## config.mk

```make
export PLATFORM = sky130hd
export DESIGN_NAME = lsf_arith
export DESIGN_NICKNAME = d
export VERILOG_FILES = /design/src/design/least_squares_line_fit_defines.svh /design/src/design/lsf_pkg.sv /design/src/design/lsf_arith.sv
export SDC_FILE = /design/constraint.sdc
export NUM_CORES = 2
export LEC_CHECK = 0
export ABC_AREA = 1
export BUFFER_PORTS_ARGS = -buffer_cell sky130_fd_sc_hd__buf_2
export CELL_PAD_IN_SITES_DETAIL_PLACEMENT = 0
export CELL_PAD_IN_SITES_GLOBAL_PLACEMENT = 2
export CORE_MARGIN = 2
export CORE_UTILIZATION = 35
export DETAILED_ROUTE_END_ITERATION = 8
export PLACE_DENSITY_LB_ADDON = 0.25
export SLEW_MARGIN = 30
export SYNTH_ARGS = -nofsm -noshare
export SYNTH_HDL_FRONTEND = slang
export SYNTH_SLANG_ARGS = --single-unit
export TNS_END_PERCENT = 100
```

## constraint.sdc

```tcl
create_clock -name i_clk -period 37.6 [get_ports i_clk]
set_input_delay 1.88 -clock i_clk [delete_from_list [all_inputs] [get_ports i_clk]]
set_output_delay 1.88 -clock i_clk [all_outputs]
set_load 0.05 [all_outputs]
```

## src/design/least_squares_line_fit_defines.svh

```systemverilog
// Assertion macros for the line-fit block.
`ifndef LEAST_SQUARES_LINE_FIT_DEFINES_SVH
`define LEAST_SQUARES_LINE_FIT_DEFINES_SVH
`ifndef SYNTHESIS
`define LSF_ASSERT_SAME(label, clk, rst_n, ante, cons) \
    label: assert property (@(posedge clk) disable iff (!rst_n) (ante) |-> (cons)) \
        else $error("Same-cycle check failed.");
`define LSF_ASSERT_NEXT(label, clk, rst_n, ante, cons) \
    label: assert property (@(posedge clk) disable iff (!rst_n) (ante) |=> (cons)) \
        else $error("Next-cycle check failed.");
`else
`define LSF_ASSERT_SAME(label, clk, rst_n, ante, cons)
`define LSF_ASSERT_NEXT(label, clk, rst_n, ante, cons)
`endif
`endif

```

## src/design/lsf_pkg.sv

```systemverilog
package lsf_pkg;

    localparam int MAX_POINTS_DEF = 1024;
    localparam int SAMPLE_W       = 16;
    localparam int WIDE_W         = 128;
    localparam int HALF_W         = 64;

    localparam logic [2:0] STATUS_OK      = 3'd0;
    localparam logic [2:0] STATUS_FEW     = 3'd1;
    localparam logic [2:0] STATUS_CONST_X = 3'd2;
    localparam logic [2:0] STATUS_CONST_Y = 3'd3;
    localparam logic [2:0] STATUS_DROPPED = 3'd4;

    typedef enum logic [1:0] {
        S_LOAD,
        S_SCAN,
        S_MATH,
        S_DONE
    } t_state;

    typedef enum logic [4:0] {
        STEP_NSXX,
        STEP_SXSX,
        STEP_NSXY,
        STEP_SXSY,
        STEP_NSYY,
        STEP_SYSY,
        STEP_SLOPE,
        STEP_SLSX,
        STEP_ICPT,
        STEP_NSTDEN,
        STEP_NUMSQ,
        STEP_NN2,
        STEP_KDEN,
        STEP_SEDIV,
        STEP_SESQRT,
        STEP_DENNST,
        STEP_RDIV,
        STEP_RSQRT
    } t_step;

    typedef enum logic [1:0] {
        OP_MUL,
        OP_DIV,
        OP_SQRT
    } t_arith_op;

    typedef struct packed {
        logic      start;
        t_arith_op op;
        logic [5:0] frac;
    } t_arith_req;

    function automatic logic [63:0] f_mag(input logic signed [63:0] v);
        return v[63] ? 64'(-v) : 64'(v);
    endfunction

    // Rounds a quotient carrying one extra fraction bit, saturates, applies the sign.
    function automatic logic signed [31:0] f_round(input logic [63:0] q2, input logic neg);
        logic [63:0] m;
        m = (q2 >> 1) + {63'd0, q2[0]};
        if (neg) begin
            if (m > 64'h8000_0000) begin
                m = 64'h8000_0000;
            end
            return -$signed(m[31:0]);
        end
        if (m > 64'h7FFF_FFFF) begin
            m = 64'h7FFF_FFFF;
        end
        return $signed(m[31:0]);
    endfunction

endpackage

```

## src/design/lsf_arith.sv

```systemverilog
module lsf_arith (
    input  logic                    i_clk,
    input  logic                    i_rst_n,
    input  lsf_pkg::t_arith_req     i_req,
    input  logic [127:0]            i_opa,
    input  logic [127:0]            i_opb,
    output logic                    o_done,
    output logic [127:0]            o_result
);
    import lsf_pkg::*;

    t_arith_op    r_op,   n_op;
    logic         r_busy, n_busy;
    logic         r_done, n_done;
    logic [7:0]   r_cnt,  n_cnt;
    logic [127:0] r_opa,  n_opa;
    logic [127:0] r_opb,  n_opb;
    logic [128:0] r_acc,  n_acc;
    logic [63:0]  r_quo,  n_quo;
    logic         r_sat,  n_sat;

    logic [128:0] w_rem_sh;
    logic         w_ge;
    logic [63:0]  w_trial;

    always_comb begin
        w_rem_sh = {r_acc[127:0], r_opa[127]};
        w_ge     = w_rem_sh >= {1'b0, r_opb};
        w_trial  = r_quo + r_opb[63:0];
    end

    always_comb begin
        n_op   = r_op;
        n_busy = r_busy;
        n_done = 1'b0;
        n_cnt  = r_cnt;
        n_opa  = r_opa;
        n_opb  = r_opb;
        n_acc  = r_acc;
        n_quo  = r_quo;
        n_sat  = r_sat;
        if (i_req.start) begin
            n_op   = i_req.op;
            n_busy = 1'b1;
            n_quo  = '0;
            n_sat  = 1'b0;
            n_acc  = '0;
            unique case (i_req.op)
                OP_MUL: begin
                    n_opa = {64'd0, i_opa[63:0]};
                    n_opb = {64'd0, i_opb[63:0]};
                    n_cnt = 8'(HALF_W - 1);
                end
                OP_DIV: begin
                    n_opa = i_opa;
                    n_opb = i_opb;
                    n_cnt = 8'(WIDE_W - 1) + {2'd0, i_req.frac};
                end
                OP_SQRT: begin
                    n_opa = {64'd0, i_opa[63:0]};
                    n_opb = {64'd0, 64'h4000_0000_0000_0000};
                    n_cnt = 8'(HALF_W / 2 - 1);
                end
                default: begin
                    n_cnt = '0;
                end
            endcase
        end else if (r_busy) begin
            unique case (r_op)
                OP_MUL: begin
                    if (r_opa[0]) begin
                        n_acc = r_acc + {1'b0, r_opb};
                    end
                    n_opa = r_opa >> 1;
                    n_opb = r_opb << 1;
                end
                OP_DIV: begin
                    n_acc = w_ge ? w_rem_sh - {1'b0, r_opb} : w_rem_sh;
                    n_opa = r_opa << 1;
                    n_sat = r_sat | r_quo[63];
                    n_quo = {r_quo[62:0], w_ge};
                end
                OP_SQRT: begin
                    if (r_opa[63:0] >= w_trial) begin
                        n_opa = {64'd0, r_opa[63:0] - w_trial};
                        n_quo = (r_quo >> 1) + r_opb[63:0];
                    end else begin
                        n_quo = r_quo >> 1;
                    end
                    n_opb = r_opb >> 2;
                end
                default: begin
                    n_busy = 1'b0;
                end
            endcase
            if (r_cnt == '0) begin
                n_busy = 1'b0;
                n_done = 1'b1;
            end else begin
                n_cnt = r_cnt - 8'd1;
            end
        end
    end

    always_ff @(posedge i_clk) begin
        if (!i_rst_n) begin
            r_busy <= 1'b0;
            r_done <= 1'b0;
            r_op   <= OP_MUL;
        end else begin
            r_busy <= n_busy;
            r_done <= n_done;
            r_op   <= n_op;
        end
        r_cnt <= n_cnt;
        r_opa <= n_opa;
        r_opb <= n_opb;
        r_acc <= n_acc;
        r_quo <= n_quo;
        r_sat <= n_sat;
    end

    always_comb begin
        unique case (r_op)
            OP_MUL:  o_result = r_acc[127:0];
            OP_DIV:  o_result = {64'd0, (r_sat ? 64'hFFFF_FFFF_FFFF_FFFF : r_quo)};
            OP_SQRT: o_result = {64'd0, r_quo};
            default: o_result = '0;
        endcase
    end

    assign o_done = r_done;

endmodule

```

Word-level counts from Yosys, hierarchy flattened
Cells that the tools add are included. Widths: inputs -> output; s select.

Bits in registers: 462. Bits of input ports: 267. Output and inout port bits: 129. Word-level logic and storage cells: 72.

Add/subtract/negate cells: 7. Magnitude comparators: 2. Equality and inequality tests: 9. Muxes and demuxes: 25. Bitwise gates (word level): 3. Reduce and logical (&&, ||, !) cells: 17.

Operator list (number): $pmux 128 s3 (3); $mux 128 (5); $pmux 128 s2 (2); $mux 129 (2); $pmux 129 s2 (1); $add 129x128->129 (1); $ge 129x128->1 (1); $sub 129x128->129 (1); $mux 64 (2); $pmux 64 s2 (1); $add 63x64->64 (1); $add 64x64->64 (1); $ge 64x64->1 (1); $sub 64x64->64 (1); $mux 8 (3); $pmux 8 s3 (1); $add 7x6->8 const A (1); $logic_not 8->1 (1); $sub 8x1->8 const B (1); $reduce_and 2->1 (3); $reduce_and 3->1 (2); $reduce_bool 2->1 (3); $reduce_or 3->1 (2); $mux 1 (5); other kinds (13) (18).

Logic depth before layout (Yosys ltp)
Depth after elaboration: 6. Gate-level depth with buffers: 32. Mapped depth without buffers: 32.

Worst setup path before layout
Ideal clock, no wire load.

Path kind: flip-flop to flip-flop. Start: register r_opb[1]. End: register r_opa[0], enable pin. Arrival time: 12.544 ns. Data required time: 36.827 ns. Slack: 24.283 ns. Cell stages (with the launch flop): 25. Buffers on the path: 1. Period minus slack after synthesis: 13.317 ns. Path through: edfxtp_1 -> inv_1 -> fa_1 -> nand3b_1 -> nand2_1 -> a21oi_1 -> o21ai_0 -> a21oi_1 -> inv_1 -> nand3_1 -> nand3_1 -> a21oi_1 -> xor2_1 -> ha_1 -> nand2_1 -> nor2_1 -> inv_1 -> nor2_1 -> nand2_1 -> nor4_2 -> nand3_1 -> nand3_2 -> buf_2 -> o22ai_1 -> nor3_1.

Cells in the longest elaborated chain, start to end: 4.

Ends and longest elaborated chain: from (decl) (line lsf_arith.sv:17) `logic [127:0] r_opb, n_opb;`; from (signal assigned) (line lsf_arith.sv:117) `r_opb <= n_opb;`; $add 64x64->64 (line lsf_arith.sv:29) `w_trial = r_quo + r_opb[63:0];`; $ge 64x64->1 (line lsf_arith.sv:84) `if (r_opa[63:0] >= w_trial) begin`; $ne 3x3->1 (no source line); $reduce_and 4->1 (no source line); to (signal assigned) (line lsf_arith.sv:116) `r_opa <= n_opa;`; to (decl) (line lsf_arith.sv:16) `logic [127:0] r_opa, n_opa;`.

No other way between the ends. A chain may end at the register's enable or synchronous reset.

Worst setup path in the final report
Start: register r_opb[1]. End: register r_opa[85], enable pin.

Same word-level chain as after synthesis.

==> Implementation_results.wiki <==
{| class="wikitable"
! Metric !! Value
|-
| Result of the run || finished, violations left
|-
| Failing checks || design-rule violations
|-
| Drt first pass iters || 9
|-
| Average routed wire per standard cell || ~30 µm
|-
| Cell chosen for the clock root || sky130_fd_sc_hd__clkbuf_16
|-
| Most common flop cell mapped by yosys || sky130_fd_sc_hd__edfxtp_1
|-
| Number of CTS-inserted buffers || 60
|-
| Clk_lat worst skew || 0.82 ns
|-
| Register-to-register path setup slack || between 30 and 40 ns
|-
| Synth Net Count || roughly 12000
|-
| Die Footprint || around 190000 µm²
|-
| Total Neg Setup Slack || 0 ns
|-
| Ratio of cells with drive above 1 in the final layout || between 5 and 6%
|-
| Total power after layout || 3.07 mW
|-
| Required time at the endpoint of the critical path || 37.94 ns
|-
| RSZ-0062 raised after global routing || no
|-
| Maximum single-stage delay on the critical path || between 0.7 and 0.8 ns
|-
| Startpoint of the lowest-slack hold path || r_acc[3]
|-
| Initial standard-cell utilization of the core || between 30% and 40%
|-
| Reg-to-Reg Start || r_opb[1]
|-
| Detailed-route wire length || around 420 mm
|-
| Tcrit/Tclk final || 19.9%
|-
| Critical path launch point || r_opb[1]
|-
| Register area share after synthesis || between 10% and 20%
|-
| Portion of synthesized cell area occupied by the leading cell type || about a fifth
|-
| Number of H-tree levels || 2
|-
| Average instance area after synthesis || around 5.7 µm²
|-
| Post-detailed-route DRC marker count || 17
|-
| Final period demand of the worst path || around 7.5 ns
|-
| Highest clock rate || 134 MHz
|-
| WP data arrival || 7.83 ns
|-
| Post-detailed-route count of antenna-violating nets || 0
|-
| Total setup buffers inserted after CTS || 0
|-
| Row count || approximately 160
|-
| Most frequent cell after synthesis || sky130_fd_sc_hd__nand2_1
|-
| Clock tree from TritonCTS || yes
|-
| Placer's final routability congestion estimate || ~1.2
|-
| Number of clock sinks || 461
|-
| Netlist cell types || between 50 and 60
|-
| Fin. max-slew vios || 0
|-
| Peak VDD IR || roughly 0.045 mV
|-
| Count of port buffers added during placement || a little under 400
|-
| Post-cts gate resize count || 0
|-
| Critical path endpoint || r_opa[85]
|-
| Kind of launch point of the worst setup path || register
|-
| I/O pin count || a little under 400
|-
| Width of the die || 431 µm
|-
| First DRT Iteration DRCs || 9348
|-
| Clock transition at the registers of the reported paths || roughly 0.070 ns
|-
| Detailed-route via count || about 80000
|-
| Flops & latches, synth || about 460
|-
| Worst Path Max Fanout || 63
|-
| Cell types occupying the most area after synthesis || sky130_fd_sc_hd__nand2_1 (21%), sky130_fd_sc_hd__edfxtp_1 (12%), sky130_fd_sc_hd__inv_1 (11%), sky130_fd_sc_hd__ha_1 (8.9%), sky130_fd_sc_hd__a21oi_1 (6.8%)
|-
| Final setup viols || 0
|-
| GR Util All Layers || between 40% and 50%
|-
| Syn Std Cell Area || 63800 µm²
|-
| Core ar. || 181000 µm²
|-
| Number of global-route vias before repair || around 75000
|-
| Layout Area Growth over Synthesis || 10.4%
|-
| Cell taking the most area after synthesis || sky130_fd_sc_hd__nand2_1
|-
| Least-Margin Pin Slew || between 1 and 1.5 ns
|-
| Critical path endpoint category || register
|-
| Leading cell types by count after synthesis || sky130_fd_sc_hd__nand2_1 (3505), sky130_fd_sc_hd__inv_1 (1938), sky130_fd_sc_hd__nor2_1 (1120)
|-
| Vertical die dimension || around 430 µm
|-
| Gate count of the mapped netlist || approximately 11000
|-
| Most used cell, CP || sky130_fd_sc_hd__nand2_1
|-
| Setup Crit Path Kind || reg2reg
|-
| Max-slew headroom at the worst pin || about 23%
|-
| Initial antenna violation count || 27
|-
| Type of the worst min-delay path || reg2reg
|-
| # hold bufs at CTS || 0
|-
| Leakage power figure || roughly 35 nW
|-
| Max-capacitance violation count || 0
|-
| Total gr overflow || 0
|-
| Pin count of the biggest net entering global routing || 126
|-
| Slowest CP cell || sky130_fd_sc_hd__buf_4
|-
| Detailed-placement wirelength estimate || approximately 350 mm
|-
| Ys Warns || 0
|-
| Worst Hold Slack || about 0.59 ns
|-
| Wire length of the first global-routing pass || about 570 mm
|-
| Clock skew after layout || around 0.10 ns
|-
| R2R depth || 25
|-
| Number of nets in the finished design || 12218
|-
| Number of enable flip-flop cells after synthesis || between 200 and 300
|-
| Clock tree buffer depth || 3
|-
| Via-to-Cell Ratio || between 5 and 6
|-
| Power density over the cells || about 44 nW/µm²
|-
| Hold violation total from the final report || 0
|-
| Crit Reg-Reg Endpoint || r_opa[85]
|-
| Share of synthesized registers carrying an async set or reset || 0%
|}
## flip-flops by register name, indices dropped and copies added, names as in the netlist
signal,cells
r_cnt,8
r_acc,128
r_opa,128
r_opb,128
r_busy,1
r_op,2
o_done,1
r_sat,1
r_quo,64
## layer usage
layer | wire [µm] | track usage, %
met1 | 145000 | 45.6
met2 | 185000 | 69.5
met3 | 33800 | 9.11
met4 | 55900 | 47.7
met5 | 68 | 0
## stage by stage
| stage | util [%] | worst slack, ns | std cells | area, µm² |
|---|---|---|---|---|
| 2_1_floorplan | - | 24.28 | 11251 | 63800 |
| 3_3_place_gp | 37.7 | 30.49 | 13795 | 68100 |
| 3_5_place_dp | 37.7 | 30.41 | 13796 | 68200 |
| 4_1_cts | 38.8 | 30.29 | 13910 | 70200 |
| 5_1_grt | 38.9 | 29.77 | 13916 | 70300 |
| 6_report | 38.9 | 30.11 | 13934 | 70400 |
## worst max-delay path, delay by kind of cell, from the launching register on
family | cells | cell delay, ns
AOI/OAI and AO/OA | 5 | 1.57
xor gates and xnor gates | 1 | 0.13
adders and majority gates | 2 | 0.90
buffers and inverters | 5 | 1.92
DFF | 1 | 0.48
and+or+nand+nor | 12 | 1.92
## how the worst min path moves through the flow
stage	to	slack, ns	depth (start not counted)
after floorplan	r_acc[91]	0.49	2
after global placement	r_acc[5]	0.54	2
after detailed placement	r_acc[5]	0.56	2
after CTS	r_quo[5]	0.56	2
after global routing	r_opa[99]	0.60	2
final	r_acc[3]	0.59	2
## cell families after synthesis
kind of cell,Yosys count,share of synthesized area [%]
flip-flops,461,18.6
AND/OR/NAND/NOR,5799,37.1
adder cells (fa/ha/maj),461,9.11
AO/OA/AOI/OAI,2066,18.8
buffers and inverters,2247,13.4
XOR/XNOR,217,2.98
## layout make-up
type	instances	area [µm²]
Multi-Input combinational cell	8543	43500
Fill cell	20482	111000
Clock inverter	42	445
Timing Repair Buffer	462	2540
Tap cell	2370	2970
Inverter	1962	7380
Sequential cell	461	11900
Clock buffer	72	1590
Antenna cell	22	55.1
## placed cells by master (no fill, tap or decap), types with 22 or more instances in the layout
| cell type | count |
|---|---|
| sky130_fd_sc_hd__a21boi_0 | 22 |
| sky130_fd_sc_hd__a21o_1 | 53 |
| sky130_fd_sc_hd__a21oi_1 | 865 |
| sky130_fd_sc_hd__a31oi_1 | 132 |
| sky130_fd_sc_hd__buf_2 | 394 |
| sky130_fd_sc_hd__buf_4 | 61 |
| sky130_fd_sc_hd__clkbuf_16 | 60 |
| sky130_fd_sc_hd__dfxtp_1 | 196 |
| sky130_fd_sc_hd__diode_2 | 22 |
| sky130_fd_sc_hd__edfxtp_1 | 264 |
| sky130_fd_sc_hd__ha_1 | 452 |
| sky130_fd_sc_hd__inv_1 | 1932 |
| sky130_fd_sc_hd__nand2_1 | 3502 |
| sky130_fd_sc_hd__nand3_1 | 852 |
| sky130_fd_sc_hd__nand3b_1 | 60 |
| sky130_fd_sc_hd__nand4_1 | 90 |
| sky130_fd_sc_hd__nor2_1 | 1113 |
| sky130_fd_sc_hd__nor2_2 | 23 |
| sky130_fd_sc_hd__nor3_1 | 87 |
| sky130_fd_sc_hd__nor4_1 | 23 |
| sky130_fd_sc_hd__o211ai_1 | 46 |
| sky130_fd_sc_hd__o21a_1 | 40 |
| sky130_fd_sc_hd__o21ai_0 | 580 |
| sky130_fd_sc_hd__o21bai_1 | 54 |
| sky130_fd_sc_hd__o221ai_1 | 189 |
| sky130_fd_sc_hd__xnor2_1 | 93 |
| sky130_fd_sc_hd__xor2_1 | 123 |
## power by group
part | switching, mW | leakage, nW | total [mW] | internal (mW)
Sequential | 0.111 | 4.26 | 0.720 | 0.609
Clock | 0.297 | 0.964 | 0.636 | 0.339
Combinational | 1.28 | 30.1 | 1.71 | 0.434
Total | 1.69 | 35.3 | 3.07 | 1.38
No activity file was read; power rests on OpenSTA's default activity.
